[src/hw/rtl/rfpwc_pkg.sv]
// shared types and constants of the pulse width code receiver
// no dependencies; imported by every module of the block
package rfpwc_pkg;

    localparam int RING_DEPTH   = 64;
    localparam int RING_AW      = $clog2(RING_DEPTH);
    localparam int ENTRY_W      = 13;
    localparam int CODE_BITS    = 12;
    localparam int POPS_PER_BIT = 4;
    localparam int WALK_POPS    = CODE_BITS * POPS_PER_BIT;
    localparam int POP_CNT_W    = $clog2(WALK_POPS);
    localparam int QUEUE_DEPTH  = 2;

    localparam int INTERVAL_W   = 16;
    localparam int S_TDATA_W    = 16;
    localparam int M_TDATA_W    = 16;
    localparam int UNIT_W       = 10;
    localparam int TOL_W        = 9;
    localparam int GAP_W        = 13;
    localparam int CFG_IDX_W    = 2;
    localparam int CFG_DATA_W   = 13;

    localparam logic [CFG_IDX_W-1:0] CFG_PULSE_UNIT = 2'd0;
    localparam logic [CFG_IDX_W-1:0] CFG_PULSE_TOL  = 2'd1;
    localparam logic [CFG_IDX_W-1:0] CFG_SYNC_GAP   = 2'd2;

    localparam logic [UNIT_W-1:0] UNIT_RESET = 10'd300;
    localparam logic [TOL_W-1:0]  TOL_RESET  = 9'd75;
    localparam logic [GAP_W-1:0]  GAP_RESET  = 13'd5000;

    typedef struct packed {
        logic [UNIT_W-1:0] pulse_unit_us;
        logic [TOL_W-1:0]  pulse_tolerance_us;
        logic [GAP_W-1:0]  sync_gap_us;
    } cfg_t;

    typedef struct packed {
        logic               frame_end;
        logic [ENTRY_W-1:0] interval;
    } edge_cmd_t;

endpackage

[src/hw/rtl/rfpwc_front.sv]
// front end: configuration registers and edge classification
// depends on rfpwc_pkg
module rfpwc_front (
    input  logic                                aclk,
    input  logic                                aresetn,
    input  logic                                s_tvalid,
    output logic                                s_tready,
    input  logic [rfpwc_pkg::S_TDATA_W-1:0]     s_tdata,   // [15:0] edge_interval_us
    input  logic                                cfg_wr_en,
    input  logic [rfpwc_pkg::CFG_IDX_W-1:0]     cfg_index,
    input  logic [rfpwc_pkg::CFG_DATA_W-1:0]    cfg_wdata,
    output rfpwc_pkg::cfg_t                     cfg,
    output logic                                push_valid,
    input  logic                                push_ready,
    output rfpwc_pkg::edge_cmd_t                push_cmd
);
    import rfpwc_pkg::*;

    cfg_t cfg_reg;
    cfg_t cfg_next;

    logic [INTERVAL_W-1:0] interval;

    always_comb begin
        cfg_next = cfg_reg;
        if (cfg_wr_en) begin
            case (cfg_index)
                CFG_PULSE_UNIT: cfg_next.pulse_unit_us      = cfg_wdata[UNIT_W-1:0];
                CFG_PULSE_TOL:  cfg_next.pulse_tolerance_us = cfg_wdata[TOL_W-1:0];
                CFG_SYNC_GAP:   cfg_next.sync_gap_us        = cfg_wdata[GAP_W-1:0];
                default:        cfg_next = cfg_reg;
            endcase
        end
    end

    always_ff @(posedge aclk) begin
        if (!aresetn) begin
            cfg_reg.pulse_unit_us      <= UNIT_RESET;
            cfg_reg.pulse_tolerance_us <= TOL_RESET;
            cfg_reg.sync_gap_us        <= GAP_RESET;
        end else begin
            cfg_reg <= cfg_next;
        end
    end

    // intervals above the sync gap close a frame
    assign interval           = s_tdata[INTERVAL_W-1:0];
    assign push_cmd.frame_end = interval > {{(INTERVAL_W-GAP_W){1'b0}}, cfg_reg.sync_gap_us};
    assign push_cmd.interval  = interval[ENTRY_W-1:0];
    assign push_valid         = s_tvalid;
    assign s_tready           = push_ready;
    assign cfg                = cfg_reg;

endmodule

[src/hw/rtl/rfpwc_queue.sv]
// short command queue between front and back end
// depends on rfpwc_pkg
module rfpwc_queue (
    input  logic                  aclk,
    input  logic                  aresetn,
    input  logic                  push_valid,
    output logic                  push_ready,
    input  rfpwc_pkg::edge_cmd_t  push_cmd,
    output logic                  pop_valid,
    input  logic                  pop_ready,
    output rfpwc_pkg::edge_cmd_t  pop_cmd
);
    import rfpwc_pkg::*;

    localparam int PTR_W = (QUEUE_DEPTH > 1) ? $clog2(QUEUE_DEPTH) : 1;
    localparam int CNT_W = $clog2(QUEUE_DEPTH + 1);

    edge_cmd_t        entry_reg [QUEUE_DEPTH];
    logic [PTR_W-1:0] wr_ptr_reg, wr_ptr_next;
    logic [PTR_W-1:0] rd_ptr_reg, rd_ptr_next;
    logic [CNT_W-1:0] count_reg, count_next;
    logic             do_push, do_pop;

    function automatic logic [PTR_W-1:0] ptr_inc(input logic [PTR_W-1:0] p);
        if (p == PTR_W'(QUEUE_DEPTH - 1)) begin
            ptr_inc = '0;
        end else begin
            ptr_inc = p + 1'b1;
        end
    endfunction

    assign push_ready = count_reg != CNT_W'(QUEUE_DEPTH);
    assign pop_valid  = count_reg != '0;
    assign pop_cmd    = entry_reg[rd_ptr_reg];
    assign do_push    = push_valid && push_ready;
    assign do_pop     = pop_valid && pop_ready;

    always_comb begin
        wr_ptr_next = do_push ? ptr_inc(wr_ptr_reg) : wr_ptr_reg;
        rd_ptr_next = do_pop ? ptr_inc(rd_ptr_reg) : rd_ptr_reg;
        count_next  = count_reg;
        if (do_push && !do_pop) begin
            count_next = count_reg + 1'b1;
        end else if (do_pop && !do_push) begin
            count_next = count_reg - 1'b1;
        end
    end

    always_ff @(posedge aclk) begin
        if (!aresetn) begin
            wr_ptr_reg <= '0;
            rd_ptr_reg <= '0;
            count_reg  <= '0;
        end else begin
            wr_ptr_reg <= wr_ptr_next;
            rd_ptr_reg <= rd_ptr_next;
            count_reg  <= count_next;
        end
    end

    always_ff @(posedge aclk) begin
        if (do_push) begin
            entry_reg[wr_ptr_reg] <= push_cmd;
        end
    end

endmodule

[src/hw/rtl/rfpwc_back.sv]
// back end: interval ring, frame walk and result register
// depends on rfpwc_pkg
module rfpwc_back (
    input  logic                              aclk,
    input  logic                              aresetn,
    input  rfpwc_pkg::cfg_t                   cfg,
    input  logic                              cmd_valid,
    output logic                              cmd_ready,
    input  rfpwc_pkg::edge_cmd_t              cmd,
    output logic                              m_tvalid,
    input  logic                              m_tready,
    output logic [rfpwc_pkg::M_TDATA_W-1:0]   m_tdata,   // [11:0] received_code
    output logic                              m_tuser    // [0] code_ok
);
    import rfpwc_pkg::*;

    typedef enum logic [3:0] {
        ST_IDLE   = 4'b0001,
        ST_CHECK  = 4'b0010,
        ST_WALK   = 4'b0100,
        ST_FINISH = 4'b1000
    } back_state_t;

    localparam logic [1:0] PHASE_SKIP   = 2'd0;
    localparam logic [1:0] PHASE_THIRD  = 2'd1;
    localparam logic [1:0] PHASE_SECOND = 2'd2;
    localparam logic [1:0] PHASE_FIRST  = 2'd3;

    back_state_t state_reg, state_next;

    logic [ENTRY_W-1:0]    ring_mem [RING_DEPTH];
    logic [RING_DEPTH-1:0] ring_valid_reg;

    logic [RING_AW-1:0]    pos_reg, pos_next;
    logic [RING_AW-1:0]    rd_addr_reg;
    logic [ENTRY_W-1:0]    rd_data_reg;
    logic                  rd_valid_reg;
    logic [RING_AW-1:0]    mark_addr_reg, mark_addr_next;
    logic [POP_CNT_W-1:0]  pop_cnt_reg, pop_cnt_next;
    logic [CODE_BITS-1:0]  code_reg, code_next;
    logic                  third_short_reg, third_short_next;
    logic                  third_long_reg, third_long_next;
    logic                  second_long_reg, second_long_next;
    logic                  m_valid_reg, m_valid_next;
    logic [CODE_BITS-1:0]  m_code_reg, m_code_next;
    logic                  m_ok_reg, m_ok_next;

    logic [UNIT_W-1:0]     short_lo_reg;
    logic [UNIT_W:0]       short_hi_reg;
    logic [UNIT_W+1:0]     long_lo_reg;
    logic [UNIT_W+2:0]     long_hi_reg;
    logic [UNIT_W-1:0]     lo_bound;
    logic [UNIT_W:0]       hi_bound;

    logic                  mem_we;
    logic [RING_AW-1:0]    mem_waddr;
    logic [RING_AW-1:0]    mem_raddr;
    logic [ENTRY_W-1:0]    mem_wdata;

    logic [ENTRY_W-1:0]    entry;
    logic                  e_short, e_long;
    logic                  bit_fail;

    function automatic logic [RING_AW-1:0] ring_dec(input logic [RING_AW-1:0] a);
        if (a == '0) begin
            ring_dec = RING_AW'(RING_DEPTH - 1);
        end else begin
            ring_dec = a - 1'b1;
        end
    endfunction

    function automatic logic [RING_AW-1:0] ring_inc(input logic [RING_AW-1:0] a);
        if (a == RING_AW'(RING_DEPTH - 1)) begin
            ring_inc = '0;
        end else begin
            ring_inc = a + 1'b1;
        end
    endfunction

    // window bounds, lower ones clamped at zero
    assign lo_bound = (cfg.pulse_unit_us > {1'b0, cfg.pulse_tolerance_us})
                    ? cfg.pulse_unit_us - {1'b0, cfg.pulse_tolerance_us} : '0;
    assign hi_bound = {1'b0, cfg.pulse_unit_us} + {2'b00, cfg.pulse_tolerance_us};

    always_ff @(posedge aclk) begin
        short_lo_reg <= lo_bound;
        short_hi_reg <= hi_bound;
        long_lo_reg  <= {2'b00, lo_bound} + {1'b0, lo_bound, 1'b0};
        long_hi_reg  <= {2'b00, hi_bound} + {1'b0, hi_bound, 1'b0};
    end

    // unwritten entries read as zero
    assign entry   = rd_valid_reg ? rd_data_reg : '0;
    assign e_short = (entry >= {{(ENTRY_W-UNIT_W){1'b0}}, short_lo_reg})
                  && (entry <= {{(ENTRY_W-UNIT_W-1){1'b0}}, short_hi_reg});
    assign e_long  = (entry >= {{(ENTRY_W-UNIT_W-2){1'b0}}, long_lo_reg})
                  && (entry <= ENTRY_W'(long_hi_reg));
    assign bit_fail = !(e_short && second_long_reg) || !(third_short_reg || third_long_reg);

    always_comb begin
        state_next       = state_reg;
        pos_next         = pos_reg;
        mark_addr_next   = mark_addr_reg;
        pop_cnt_next     = pop_cnt_reg;
        code_next        = code_reg;
        third_short_next = third_short_reg;
        third_long_next  = third_long_reg;
        second_long_next = second_long_reg;
        m_valid_next     = m_valid_reg && !m_tready;
        m_code_next      = m_code_reg;
        m_ok_next        = m_ok_reg;
        cmd_ready        = 1'b0;
        mem_we           = 1'b0;
        mem_waddr        = pos_reg;
        mem_wdata        = '0;
        mem_raddr        = ring_dec(rd_addr_reg);

        case (state_reg)
            ST_IDLE: begin
                cmd_ready = 1'b1;
                mem_raddr = ring_dec(pos_reg);
                if (cmd_valid) begin
                    if (cmd.frame_end) begin
                        pos_next   = ring_dec(pos_reg);
                        state_next = ST_CHECK;
                    end else begin
                        mem_we    = 1'b1;
                        mem_wdata = cmd.interval;
                        pos_next  = ring_inc(pos_reg);
                    end
                end
            end
            ST_CHECK: begin
                code_next    = '0;
                pop_cnt_next = '0;
                state_next   = e_short ? ST_WALK : ST_IDLE;
            end
            ST_WALK: begin
                pop_cnt_next = pop_cnt_reg + 1'b1;
                case (pop_cnt_reg[1:0])
                    PHASE_SKIP: begin
                    end
                    PHASE_THIRD: begin
                        third_short_next = e_short;
                        third_long_next  = e_long;
                    end
                    PHASE_SECOND: begin
                        second_long_next = e_long;
                    end
                    PHASE_FIRST: begin
                        if (bit_fail) begin
                            code_next      = '0;
                            mark_addr_next = rd_addr_reg;
                            state_next     = ST_FINISH;
                        end else begin
                            code_next = {third_short_reg, code_reg[CODE_BITS-1:1]};
                            if (pop_cnt_reg == POP_CNT_W'(WALK_POPS - 1)) begin
                                mark_addr_next = rd_addr_reg;
                                state_next     = ST_FINISH;
                            end
                        end
                    end
                    default: begin
                    end
                endcase
            end
            ST_FINISH: begin
                if (!m_valid_reg || m_tready) begin
                    mem_we       = 1'b1;
                    mem_waddr    = mark_addr_reg;
                    mem_wdata    = '0;
                    pos_next     = ring_inc(mark_addr_reg);
                    m_valid_next = 1'b1;
                    m_code_next  = code_reg;
                    m_ok_next    = |code_reg;
                    state_next   = ST_IDLE;
                end
            end
            default: begin
                state_next = ST_IDLE;
            end
        endcase
    end

    always_ff @(posedge aclk) begin
        if (!aresetn) begin
            state_reg      <= ST_IDLE;
            pos_reg        <= '0;
            m_valid_reg    <= 1'b0;
            ring_valid_reg <= '0;
        end else begin
            state_reg   <= state_next;
            pos_reg     <= pos_next;
            m_valid_reg <= m_valid_next;
            if (mem_we) begin
                ring_valid_reg[mem_waddr] <= 1'b1;
            end
        end
    end

    always_ff @(posedge aclk) begin
        mark_addr_reg   <= mark_addr_next;
        pop_cnt_reg     <= pop_cnt_next;
        code_reg        <= code_next;
        third_short_reg <= third_short_next;
        third_long_reg  <= third_long_next;
        second_long_reg <= second_long_next;
        m_code_reg      <= m_code_next;
        m_ok_reg        <= m_ok_next;
        rd_addr_reg     <= mem_raddr;
        rd_valid_reg    <= ring_valid_reg[mem_raddr];
    end

    always_ff @(posedge aclk) begin
        if (mem_we) begin
            ring_mem[mem_waddr] <= mem_wdata;
        end
        rd_data_reg <= ring_mem[mem_raddr];
    end

    assign m_tvalid = m_valid_reg;
    assign m_tdata  = {{(M_TDATA_W-CODE_BITS){1'b0}}, m_code_reg};
    assign m_tuser  = m_ok_reg;

endmodule

[src/hw/rtl/rf_pulse_width_code_receiver.sv]
// top level of the pulse width code receiver
// depends on rfpwc_pkg, rfpwc_front, rfpwc_queue and rfpwc_back
//
// Takes edge-to-edge intervals in microseconds and decodes 12-bit remote switch
// frames. An interval up to the sync gap is stored in a 64-entry ring; an interval
// above it steps the ring back one entry and, when that entry is a short pulse,
// walks 48 earlier entries, four per bit, at one ring read per cycle. A two-request
// queue lets edges keep arriving during a walk. One result per decoded frame: the
// code in m_tdata, code_ok in m_tuser, which is low for an invalid frame or a zero
// code. The ring reads as zero after reset straight away; there is no clearing
// pass. Configure only while idle.
module rf_pulse_width_code_receiver (
    input  logic                              aclk,
    input  logic                              aresetn,
    input  logic                              s_tvalid,
    output logic                              s_tready,
    input  logic [rfpwc_pkg::S_TDATA_W-1:0]   s_tdata,   // [15:0] edge_interval_us
    output logic                              m_tvalid,
    input  logic                              m_tready,
    output logic [rfpwc_pkg::M_TDATA_W-1:0]   m_tdata,   // [11:0] received_code
    output logic                              m_tuser,   // [0] code_ok
    input  logic                              cfg_wr_en,
    input  logic [rfpwc_pkg::CFG_IDX_W-1:0]   cfg_index,
    input  logic [rfpwc_pkg::CFG_DATA_W-1:0]  cfg_wdata
);
    import rfpwc_pkg::*;

    cfg_t      cfg;
    edge_cmd_t push_cmd;
    edge_cmd_t pop_cmd;
    logic      push_valid, push_ready;
    logic      pop_valid, pop_ready;

    rfpwc_front u_front (
        .aclk       (aclk),
        .aresetn    (aresetn),
        .s_tvalid   (s_tvalid),
        .s_tready   (s_tready),
        .s_tdata    (s_tdata),
        .cfg_wr_en  (cfg_wr_en),
        .cfg_index  (cfg_index),
        .cfg_wdata  (cfg_wdata),
        .cfg        (cfg),
        .push_valid (push_valid),
        .push_ready (push_ready),
        .push_cmd   (push_cmd)
    );

    rfpwc_queue u_queue (
        .aclk       (aclk),
        .aresetn    (aresetn),
        .push_valid (push_valid),
        .push_ready (push_ready),
        .push_cmd   (push_cmd),
        .pop_valid  (pop_valid),
        .pop_ready  (pop_ready),
        .pop_cmd    (pop_cmd)
    );

    rfpwc_back u_back (
        .aclk      (aclk),
        .aresetn   (aresetn),
        .cfg       (cfg),
        .cmd_valid (pop_valid),
        .cmd_ready (pop_ready),
        .cmd       (pop_cmd),
        .m_tvalid  (m_tvalid),
        .m_tready  (m_tready),
        .m_tdata   (m_tdata),
        .m_tuser   (m_tuser)
    );

endmodule

[config.mk]
export PLATFORM = sky130hd
export DESIGN_NAME = rf_pulse_width_code_receiver
export DESIGN_NICKNAME = d
export VERILOG_FILES = /design/src/hw/rtl/rfpwc_pkg.sv /design/src/hw/rtl/rfpwc_front.sv /design/src/hw/rtl/rfpwc_queue.sv /design/src/hw/rtl/rfpwc_back.sv /design/src/hw/rtl/rf_pulse_width_code_receiver.sv
export SDC_FILE = /design/constraint.sdc
export NUM_CORES = 2
export LEC_CHECK = 0
export ABC_AREA = 1
export CAP_MARGIN = 20
export CORE_ASPECT_RATIO = 1.25
export CORE_UTILIZATION = 60
export DETAILED_ROUTE_END_ITERATION = 12
export DONT_BUFFER_PORTS = 1
export GPL_TIMING_DRIVEN = 1
export MAX_ROUTING_LAYER = met4
export PLACE_DENSITY = 0.76
export SYNTH_ARGS = -nofsm -noshare
export SYNTH_HDL_FRONTEND = slang
export SYNTH_SLANG_ARGS = --single-unit
[constraint.sdc]
create_clock -name aclk -period 4.76 [get_ports aclk]
set_input_delay 0.952 -clock aclk [delete_from_list [all_inputs] [get_ports aclk]]
set_output_delay 0.952 -clock aclk [all_outputs]
set_load 0.05 [all_outputs]
# Yosys cells after proc, flatten, opt, wreduce, memory -nomap -nowiden
# Memory sizes are Yosys's and may differ from the RTL's. A register that Yosys moved wholly into a read port is not among the register bits.
# Index checks and enable logic that the tools add are counted.
# word_totals
inputBits	36
mem_count	2
output_inout_bits	19
ram_bits	860
register_bits	204
word_cells	155
# classes
addsub	13
n_reduce_logical	37
bitwise	1
mux	51
n_eq_ne	18
n_lt_le_gt_ge	9
# mem_list
name	depth	width	read_ports	rd_clocked_by_memory_dff	write_ports	line_no	rtl
u_back.ring_mem	64	13	1	1	1	rfpwc_back.sv:31	logic [ENTRY_W-1:0] ring_mem [RING_DEPTH];
u_queue.entry_reg	2	14	1	1	1	rfpwc_queue.sv:18	edge_cmd_t entry_reg [QUEUE_DEPTH];
# op_table
cell	count
2-to-1 mux 6 bit	12
bitwise OR 64 bit	1
2-to-1 mux 13 bit	4
2-to-1 mux 12 bit	2
2-to-1 mux 4 bit	6
one-hot mux 12 bit (2 select lines)	1
one-hot mux 6 bit (2 select lines)	2
adder 6 x 1 -> 6 bit (second input constant)	3
equality test 6 bit (second input constant)	3
greater-than comparator 16 x 13 -> 1 bit	1
2-to-1 mux 1 bit	16
one-hot mux 4 bit (4 select lines)	1
< comparator 6 x 7 -> 1 bit (second input constant)	2
AND reduction 2 bit	7
adder 11 x 12 -> 13 bit	1
greater-or-equal comparator 13 x 10 -> 1 bit	1
greater-or-equal comparator 13 x 12 -> 1 bit	1
<= comparator 13 x 11 -> 1 bit	1
<= comparator 13 bit	1
adder 10 x 11 -> 12 bit	1
zero test 6 bit	2
OR reduction 12 bit	1
subtractor 6 x 1 -> 6 bit (second input constant)	2
adder 10 x 9 -> 11 bit	1
28 further kinds	56

# Depth between registers and ports, before layout
# depth
word_depth	9
ltp_mapped	21
depth_no_buf	20

# Modules after synthesis
# From an unflattened synthesis, not the netlist that was laid out.
# unflattened
hier_cells	4796
hier_area_um2	49232.2
# modules_own_cells
module	cells_each	instances	area_each_um2
rfpwc_back	4504	1	46380.7
rfpwc_front	212	1	1599.0
rfpwc_queue	80	1	1252.5

# Worst setup path before layout
# OpenSTA, ideal clock, no wires.
# synth_timing
path_type	register -> register
from	reg with a tool-made name
to	mem u_back.ring_mem[0][10] (data pin)
path_stages_with_launch	9
n_path_buf	1
arrival_ps	3076
path_slack_ps	1136
synth_period_minus_slack_ps	3624
required_ps	4212
path_cell_list	dfxtp_1 inv_2 or2_1 o21ai_2 nand2_1 nor2_1 inv_1 clkbuf_1 a21oi_1
# synth_lines
element	line_no
end: declaration	rfpwc_back.sv:31

# Worst setup path after layout
# layout_timing
from	reg u_front.cfg_reg, in the netlist u_front.cfg[22]
to	reg u_back.long_lo_reg[9]
# layout_via
elab_chain_cells	3
# layout_lines
element	line_no	rtl
start: declaration	rfpwc_front.sv:19	cfg_t cfg_reg;
start signal: assignment	rfpwc_front.sv:42	cfg_reg <= cfg_next;
subtractor 10 x 9 -> 10 bit or greater-than comparator 10 x 9 -> 1 bit (tied branches)	rfpwc_back.sv:82, rfpwc_back.sv:81	
2-to-1 mux 10 bit (*)	rfpwc_back.sv:82	? cfg.pulse_unit_us - {1'b0, cfg.pulse_tolerance_us} : '0;
named net u_back.lo_bound[1]	rfpwc_back.sv:52	logic [UNIT_W-1:0] lo_bound;
adder 10 x 11 -> 12 bit (*)	rfpwc_back.sv:88	long_lo_reg <= {2'b00, lo_bound} + {1'b0, lo_bound, 1'b0};
end signal: assignment	rfpwc_back.sv:88	
end: declaration	rfpwc_back.sv:50	logic [UNIT_W+1:0] long_lo_reg;
# The timed path passes the listed nets; every way through them passes the cells marked *.
# A chain may end at the register's enable or synchronous reset.

==> insert_results.sql <==
INSERT INTO impl_metrics (metric_group, metric, value, unit) VALUES
('route', 'routedLengthMet1', '46.3', 'mm'),
('route', 'drt_wl_total', '124', 'mm'),
('layout', 'finish.cell_count_without_fillers', '5813', ''),
('floorplanning', 'die_area', '0.0826', 'mm²'),
('hold_path', 'min-delay-path-class', 'primary input to flip-flop', ''),
('cts', 'cts.reportedPaths.clkPinSlew', '0.06', 'ns'),
('pwr', 'static-leakage-power', '21.7', 'nW'),
('global_route', 'first_global_vias', '33350', ''),
('layout', 'most_frequent_standard_cell_in_the_layout_excluding_fill_and_tap_cells', 'sky130_fd_sc_hd__edfxtp_1', ''),
('timing', 'finalHoldViolations', '0', ''),
('place', 'hpwlAfterDp', '71.3', 'mm'),
('cts', 'cts.sink_count', '1076', ''),
('route', 'via_count', '34210', ''),
('timing', 'grt_setup_unrepaired', 'no', ''),
('global_route', 'grt_max_degree', '189', ''),
('cts', 'numCtsBuffers', '101', ''),
('floorplanning', 'coreArea', '0.0804', 'mm²'),
('pwr', 'irDropWorstVdd', '0.00106', 'V'),
('logic_synthesis', 'synth_edf_count', '900', ''),
('logic_synthesis', 'top_flip_flop_cell_by_instance_count_after_synthesis', 'sky130_fd_sc_hd__edfxtp_1', ''),
('layout', 'finish.net_count', '4812', ''),
('timing', 'worst_pin_slew', '1.15', 'ns'),
('floorplanning', 'ioPinCount', '55', ''),
('floorplanning', 'die_height', '321', 'µm'),
('cts', 'postCtsHoldBufs', '0', ''),
('worst_setup_path', 'worst-endpoint-required', '5.37', 'ns'),
('route', 'highest-signal-layer', 'met4', ''),
('floorplanning', 'core.rowCount', '116', ''),
('timing', 'final.setup.worst_slack', '0.748', 'ns'),
('global_route', 'gr-usage-all-layers', '30.9', '%'),
('logic_synthesis', 'syn_inst', '4750', ''),
('timing', 'clock.fmax', '0.249', 'GHz'),
('cts', 'cts_max_level', '3', ''),
('floorplanning', 'die_w', '257', 'µm'),
('layout', 'nFillCells', '5991', ''),
('logic_synthesis', 'ys_top_cells_by_area', 'sky130_fd_sc_hd__edfxtp_1 55%, sky130_fd_sc_hd__nand3_1 9.0%, sky130_fd_sc_hd__dfxtp_1 7.2%', ''),
('layout', 'finalInstanceArea', '0.0534', 'mm²'),
('pwr', 'power_density', '738', 'mW/mm²'),
('cts', 'cts_setup_buffers', '0', ''),
('logic_synthesis', 'ys_seq_area_share', '62.5', '%'),
('route', 'met3_routed_length', '9.51', 'mm'),
('place', 'placedCellCount', '5623', ''),
('logic_synthesis', 'ys_seq_elements', '1076', ''),
('logic_synthesis', 'synth_top_cell_by_area', 'sky130_fd_sc_hd__edfxtp_1', ''),
('timing', 'final-setup-viol-count', '0', ''),
('route', 'avgViaCountPerCell', '5.89', ''),
('logic_synthesis', 'postSynthAreaPerCell', '10.3', 'µm²'),
('floorplanning', 'starting_density', '60.8', '%'),
('cts', 'worst_skew_pair.late_latency', '0.69', 'ns'),
('worst_setup_path', 'end_kind', 'flip-flop', ''),
('place', 'area_post_placement', '0.0501', 'mm²'),
('layout', 'antennaDiodeCount', '0', ''),
('timing', 'report.final.slew_viol_count', '0', ''),
('place', 'gp_congestion', '0.929', ''),
('cts', 'cts-resized-gates', '0', ''),
('timing', 'holdWs', '0.344', 'ns'),
('worst_setup_path', 'cp-start-kind', 'flip-flop', ''),
('status', 'status', 'completed', ''),
('timing', 'max_slew_margin', '23.4', '%'),
('flow_run', 'cap_viol_max_count', '0', ''),
('timing', 'clock_skew', '0.0280', 'ns'),
('layout', 'largest_register_ff_count', '832', ''),
('cts', 'tritoncts_clock_tree', 'built', ''),
('global_route', 'overflow', '0', ''),
('layout', 'layout_common_cells', '900 x sky130_fd_sc_hd__edfxtp_1, 873 x sky130_fd_sc_hd__nand3_1, 791 x sky130_fd_sc_hd__nand2_1, 725 x sky130_fd_sc_hd__inv_1, 333 x sky130_fd_sc_hd__nand3b_1', ''),
('layout', 'post_route_cells_drive_above_1_share', '6.46', '%'),
('route', 'drt_pre_antenna_iters', '7', ''),
('worst_setup_path', 'r2r_cells', '19', ''),
('route', 'post_drt_wl_per_cell', '21.3', 'µm'),
('worst_setup_path', 'crit_path_max_fanout', '9', ''),
('route', 'dr.first_iter.drc_count', '3860', '');
metal layers:
layer  up-vias  GRT usage, %
met4         0          17.3
met2      1617          50.5
met1     16370          37.3
met3       339          3.91
li1      15884             -
met5         -             -
layout make-up:
type                    instances  area (µm²)  share of cell area [%]
clock buffers                 136        2750                    5.15
clock inverters                54         594                    1.11
inverters                     738        2780                    5.19
multi-input cells            2674       14700                    27.5
flip-flops and latches       1076       30500                    57.2
well taps                    1062        1330                    2.49
repair buffers                 73         768                    1.44
worst paths after layout:
kind                             start                   endpoint  slack (ns)
max                    u_front.cfg[22]      u_back.long_lo_reg[9]        0.75
min                            aresetn            u_front.cfg[30]        0.34
max reg2reg            u_front.cfg[22]      u_back.long_lo_reg[9]        0.75
min reg2reg  u_back.ring_valid_reg[20]  u_back.ring_valid_reg[20]        0.46
critical path, stage by stage, from the launching register on:
cell and delay, ns:
sky130_fd_sc_hd__dfxtp_1 0.33, sky130_fd_sc_hd__inv_1 0.05, sky130_fd_sc_hd__ha_1 0.21, sky130_fd_sc_hd__fa_1 0.41, sky130_fd_sc_hd__o21ai_0 0.39, sky130_fd_sc_hd__a21oi_1 0.11
sky130_fd_sc_hd__o21ai_0 0.12, sky130_fd_sc_hd__nand2_1 0.10, sky130_fd_sc_hd__nand2_1 0.07, sky130_fd_sc_hd__a21oi_1 0.19, sky130_fd_sc_hd__nor2_1 0.28, sky130_fd_sc_hd__ha_1 0.26
sky130_fd_sc_hd__inv_1 0.08, sky130_fd_sc_hd__fa_1 0.41, sky130_fd_sc_hd__nor2_1 0.13, sky130_fd_sc_hd__a211oi_1 0.07, sky130_fd_sc_hd__o21ai_0 0.26, sky130_fd_sc_hd__a21oi_1 0.10
sky130_fd_sc_hd__o21bai_1 0.21, sky130_fd_sc_hd__xor2_1 0.15
logic make-up after synthesis:
family                     synth area share (%)
xor gates and xnor gates                  0.663
DFF                                        62.5
buffers and inverters                      7.98
and+or+nand+nor                            22.2
AOI/OAI and AO/OA                          3.72
other                                   0.00767
adders and majority gates                  2.93
power by group:
| group | switching (W) | internal [W] |
|---|---|---|
| Combinational | 0.0145 | 0.00561 |
| Sequential | 0.000243 | 0.0109 |
| Clock | 0.00352 | 0.00467 |
synthesized netlist by cell type, types with 41 or more instances:
| library cell | instances |
|---|---|
| sky130_fd_sc_hd__nand3_1 | 875 |
| sky130_fd_sc_hd__inv_1 | 726 |
| sky130_fd_sc_hd__dfxtp_1 | 176 |
| sky130_fd_sc_hd__nor2_1 | 104 |
| sky130_fd_sc_hd__buf_2 | 88 |
| sky130_fd_sc_hd__ha_1 | 108 |
| sky130_fd_sc_hd__clkbuf_1 | 131 |
| sky130_fd_sc_hd__a21oi_1 | 153 |
| sky130_fd_sc_hd__o21ai_0 | 117 |
| sky130_fd_sc_hd__edfxtp_1 | 900 |
| sky130_fd_sc_hd__nand3b_1 | 333 |
| sky130_fd_sc_hd__buf_1 | 41 |
| sky130_fd_sc_hd__nand2_1 | 791 |
stage by stage:
step                util (%)  power [W]
finish                  66.5     0.0394
floorplan                  -     0.0242
global route            66.5     0.0414
CTS                     66.5     0.0391
global placement        62.3     0.0305
detailed placement      62.3     0.0309
(Power assumes the default switching activity.)
